--- config.mk ---
export PLATFORM = sky130hd
export DESIGN_NAME = fbpr_sqrt
export DESIGN_NICKNAME = d
export VERILOG_FILES = /design/src/flat_bottom_position_restraint_top_assert.svh /design/src/fbpr_sqrt.sv
export SDC_FILE = /design/constraint.sdc
export NUM_CORES = 2
export LEC_CHECK = 0
export BUFFER_PORTS_ARGS = -buffer_cell sky130_fd_sc_hd__buf_2
export CAP_MARGIN = 0
export CORE_UTILIZATION = 45
export CTS_CLUSTER_SIZE = 40
export DETAILED_ROUTE_END_ITERATION = 7
export HOLD_SLACK_MARGIN = 0.08
export MAX_ROUTING_LAYER = met4
export PLACE_DENSITY = 0.68
export SYNTH_ARGS = -nofsm -noshare
export SYNTH_HDL_FRONTEND = slang
export SYNTH_MEMORY_MAX_BITS = 65536
export SYNTH_SLANG_ARGS = --single-unit
--- constraint.sdc ---
create_clock -name clk -period 3.5 [get_ports clk]
set_input_delay 0.7 -clock clk [delete_from_list [all_inputs] [get_ports clk]]
set_output_delay 0.7 -clock clk [all_outputs]
set_load 0.02 [all_outputs]
--- src/flat_bottom_position_restraint_top_assert.svh ---
// Assertion macros shared by the flat-bottom restraint RTL.
// Each macro expects signals named clk and rst_n in the module that uses it.
`ifndef FLAT_BOTTOM_POSITION_RESTRAINT_TOP_ASSERT_SVH
`define FLAT_BOTTOM_POSITION_RESTRAINT_TOP_ASSERT_SVH

// Consequent must hold in the same cycle as the antecedent.
`define FBPR_ASSERT_SAME(lbl, ante, cons, msg) \
    lbl: assert property (@(posedge clk) disable iff (!rst_n) (ante) |-> (cons)) \
        else $error(msg);

// Consequent must hold in the cycle after the antecedent.
`define FBPR_ASSERT_NEXT(lbl, ante, cons, msg) \
    lbl: assert property (@(posedge clk) disable iff (!rst_n) (ante) |=> (cons)) \
        else $error(msg);

`endif

--- src/fbpr_sqrt.sv ---
// Pipelined integer square root, one result bit per register stage.
// Carries a sideband word alongside; no package dependency.
module fbpr_sqrt #(
    parameter int RW     = 33,
    parameter int SIDE_W = 8
) (
    input  logic                clk,
    input  logic                rst_n,
    input  logic                en,
    input  logic                in_valid,
    input  logic [2*RW-1:0]     radicand,
    input  logic [SIDE_W-1:0]   side,
    output logic                out_valid,
    output logic [RW-1:0]       root,
    output logic [SIDE_W-1:0]   side_out
);

    logic              v_reg    [RW];
    logic [RW-1:0]     root_reg [RW];
    logic [RW+1:0]     rem_reg  [RW];
    logic [2*RW-1:0]   rad_reg  [RW];
    logic [SIDE_W-1:0] side_reg [RW];

    for (genvar s = 0; s < RW; s++) begin : g_stage
        logic              v_prev;
        logic [RW-1:0]     root_prev;
        logic [RW+1:0]     rem_prev;
        logic [2*RW-1:0]   rad_prev;
        logic [SIDE_W-1:0] side_prev;
        logic [RW+1:0]     rem_sh;
        logic [RW+1:0]     trial;
        logic              take;
        logic [RW+1:0]     rem_next;
        logic [RW-1:0]     root_next;

        if (s == 0) begin : g_first
            assign v_prev    = in_valid;
            assign root_prev = '0;
            assign rem_prev  = '0;
            assign rad_prev  = radicand;
            assign side_prev = side;
        end else begin : g_rest
            assign v_prev    = v_reg[s-1];
            assign root_prev = root_reg[s-1];
            assign rem_prev  = rem_reg[s-1];
            assign rad_prev  = rad_reg[s-1];
            assign side_prev = side_reg[s-1];
        end

        // Bring down the next two radicand bits and try the next root bit.
        assign rem_sh    = {rem_prev[RW-1:0], rad_prev[2*RW-1:2*RW-2]};
        assign trial     = {root_prev, 2'b01};
        assign take      = (rem_sh >= trial);
        assign rem_next  = take ? (rem_sh - trial) : rem_sh;
        assign root_next = {root_prev[RW-2:0], take};

        always_ff @(posedge clk or negedge rst_n)
        begin
            if (!rst_n)
            begin
                v_reg[s] <= 1'b0;
            end
            else if (en)
            begin
                v_reg[s] <= v_prev;
            end
        end

        always_ff @(posedge clk)
        begin
            if (en)
            begin
                root_reg[s] <= root_next;
                rem_reg[s]  <= rem_next;
                rad_reg[s]  <= {rad_prev[2*RW-3:0], 2'b00};
                side_reg[s] <= side_prev;
            end
        end
    end

    assign out_valid = v_reg[RW-1];
    assign root      = root_reg[RW-1];
    assign side_out  = side_reg[RW-1];

endmodule

==> reports/qor.yml <==
synthesis:
  synthSimpleGateAreaFrac_pct: 8.89
  synth_top_family_by_area: "compound AO/OA/AOI/OAI gates"
  netlist.area_leader.share_pct: 66.3
  synth-compound-area-share_pct: 9.22
  syn-num-nets: 10417
  synth_cells: 9744
  muxShareOfSynthArea_pct: 1.06
  synth_commonest_cells: "2888 x edfxtp_1, 757 x inv_1, 636 x nand2_1"
  ys_top_cells_by_area: "edfxtp_1 66%, ha_1 5.7%, xor2_1 2.8%"
  synthArstFlopShare_pct: 1.13
  synthesis.area_mm2: 0.131
  yosysMostFrequentCell: "edfxtp_1"
  synth_edf_count: 2888
  synth-seq-area-share_pct: 66.9
  yosys.area.top_type: "edfxtp_1"
  synth-seq-cells: 2921
  ys_warn_count: 0
  synthXorXnorAreaFrac_pct: 5.48
  synth_fa_ha_area_share_pct: 5.69
  ys_types: 92
  ys.flop_type: "edfxtp_1"
  syn_avg_cell_area_um2: 13.4
power:
  power.density_mw_per_mm2: 671
  p_int_mw: 73.5
  ir_worst_vdd_uv: 450
  p_leak_nw: 59.0
  p_total_mw: 103
  power.share.clock_pct: 32.3
  p_sw_share_pct: 28.3
  power_switching_mw: 29.0
  p_comb_share_pct: 21.8
  p_seq_share_pct: 46.0
routing:
  routed_wl_um: 284000
  wl_met1_um: 124000
  dr_wl_met3_um: 14000
  wl_met2_um: 135000
  highest_layer: "met4"
  num_vias: 78744
  remaining_drc_errors: 0
  wl_per_cell_um: 19.2
  first_iter_violations: 6033
  first_pass_iters: 6
  avgViaCountPerCell: 5.33
  ant_nets: 0
final_layout:
  largest_reg_flops: 1056
  syn_to_final_growth_pct: 16.8
  register_area_mm2: 0.0875
  fill_cells: 23553
  multi_input_area_mm2: 0.0406
  layout-drive-gt1-share_pct: 13.7
  num-nets-final: 11333
critical_path:
  path_delay_family: "simple AND/OR/NAND/NOR gates"
  reg2reg_depth: 11
  path_max_fanout: 5
  critPathMaxStageDelay_ns: 0.55
  cp_common_cell: "or4_4"
  crit_required_ns: 4.13
  worst-path-buf-inv: 1
  start_kind: "register"
  timing.rr.end: "rem_reg[0][164]"
  reg2reg_slack_ns: -0.13
  crit_slowest_cell: "or4_4"
  r2r-start: "rem_reg[0][125]"
  worstPathArrival_ns: 4.27
  worstSetupPathType: "reg -> reg"
  endpoint_kind: "register"
  path_cells: "or4_4 -> or3_4 -> or4_4 -> or3_4 -> or4_4 -> nand4b_4 -> nor2_8 -> inv_6 -> nand4_4 -> nor4_1 -> xor2_1"
clock_network:
  cts_tree: "done"
  clk_latency_ns: 0.91
  cts_made_buffers: 313
  clk_pin_slew_ns: 0.06
  htree_levels: 5
  root_buffer: "clkbuf_16"
  cts_max_path_buffers: 4
  cts.sinks: 2921
sta:
  setup_violations: 33
  fmax_mhz: 275
  setup_ws_ns: -0.130
  maxSlewHeadroom_pct: 38.2
  slew_viol_final: 0
  fin_crit_ns: 3.63
  finalHoldViolations: 0
  rsz0062_at_grt: "yes"
  finClkSkew_ns: 0.0358
  tns_ns: -2.56
  fin_crit_sh_pct: 104
  tightest_slew_ns: 0.928
min_path:
  hold_path.class: "in -> reg"
  hold_depth: 1
  hold_start: "en"
  whs_endpoint: "rad_reg[0][945]"
die:
  die_x_um: 541
  coreArea_mm2: 0.289
  fp.dieH_um: 541
  start_util_pct: 45.3
  rows: 197
  io_pins: 120
  dieArea_mm2: 0.293
global_routing:
  grt_pass1_vias: 78792
  antenna_found_initial: 4
  grt.overflow.total: 0
  grt_max_degree: 135
  grt_use_total_pct: 19.6
  grt_pass1_wl_um: 440000
status:
  status: "finished with violations"
  violations: "setup timing"
job:
  cap_violations: 0
placement:
  place_congestion: 0.942
  hpwl_um: 204000
  port_buffers: 119
stage by stage:
step	area [µm²]	worst slack, ns	hold WS (ns)	instances	util (%)
2_1_floorplan	131000	-0.125	0.400	9744	-
3_3_place_gp	140000	-0.179	0.400	14102	48.7
3_5_place_dp	140000	-0.210	0.405	14102	48.7
4_1_cts	152000	-0.141	0.288	14752	52.6
5_1_grt	153000	-0.242	0.323	14781	52.9
6_report	153000	-0.130	0.369	14781	52.9
metal layers:
layer,GRT usage [%],vias to the layer above
met2,31.8,1982
met1,25.0,38191
met3,2.66,578
met5,-,-
li1,-,37993
met4,7.34,0
area by class of cell:
cell class / instances / share of cell area (%)
clock buffer: 375 / 5.41
clock inverter: 179 / 1.35
timing repair buffer: 788 / 4.30
antenna: 2 / 0.00327
tap: 3880 / 3.18
sequential: 2921 / 57.3
inverter: 766 / 1.88
multi-input combinational: 5870 / 26.6
power by group through the flow:
| stage | registers (mW) | logic, mW | clock network (mW) |
|---|---|---|---|
| 2_1_floorplan | 46.4 | 14.6 | 0 |
| 3_3_place_gp | 47.8 | 21.0 | 0 |
| 3_5_place_dp | 47.8 | 21.3 | 0 |
| 4_1_cts | 47.2 | 21.7 | 34.1 |
| 5_1_grt | 47.6 | 24.7 | 35.3 |
| 6_report | 47.1 | 22.3 | 33.1 |
timing repair:
| action | in CTS | in global routing |
|---|---|---|
| resized for setup | 44 | 176 |
| hold buffers | 77 | 0 |
| cloned | 2 | 6 |
| endpoints found under the hold margin | 109 | 0 |
| endpoints found under the setup margin | 175 | 411 |
| buffers inserted | 17 | 22 |
| pin swaps | 12 | 24 |
worst max-delay path by stage:
stage	cells past startpoint	startpoint	slack, ns	end
after detailed placement	13	root_reg[1][302]	-0.21	rem_reg[0][932]
final	11	rem_reg[0][125]	-0.13	rem_reg[0][164]
after floorplan	11	rem_reg[0][123]	-0.13	rem_reg[0][166]
after global placement	13	root_reg[1][302]	-0.18	rem_reg[0][932]
after global routing	11	rem_reg[0][125]	-0.24	rem_reg[0][168]
after CTS	11	rem_reg[0][125]	-0.14	rem_reg[0][160]
placed cells by master, fill, tap and decap left out, types with 96 or more instances in the layout:
cell type	n
inv_1	755
nor2_1	562
a21o_1	276
clkbuf_16	323
nor4_1	96
xnor2_1	401
nand3_1	136
mux2_2	104
nand2b_1	122
nor3_1	230
ha_1	582
buf_4	522
a21oi_1	598
buf_2	118
edfxtp_1	2888
o21ai_0	458
xor2_1	418
nand2_1	635
kinds of logic (layout without fill, tap and decap cells):
group | count (synthesis) | after routing
other | 1 | 3
AO/OA/AOI/OAI | 1965 | 1966
multiplexers | 124 | 124
flip-flops | 2921 | 2921
adder cells (fa/ha/maj) | 595 | 595
XOR/XNOR | 819 | 819
buffers and inverters | 955 | 2108
AND/OR/NAND/NOR | 2364 | 2365
Power figures use the tool's default switching activity.
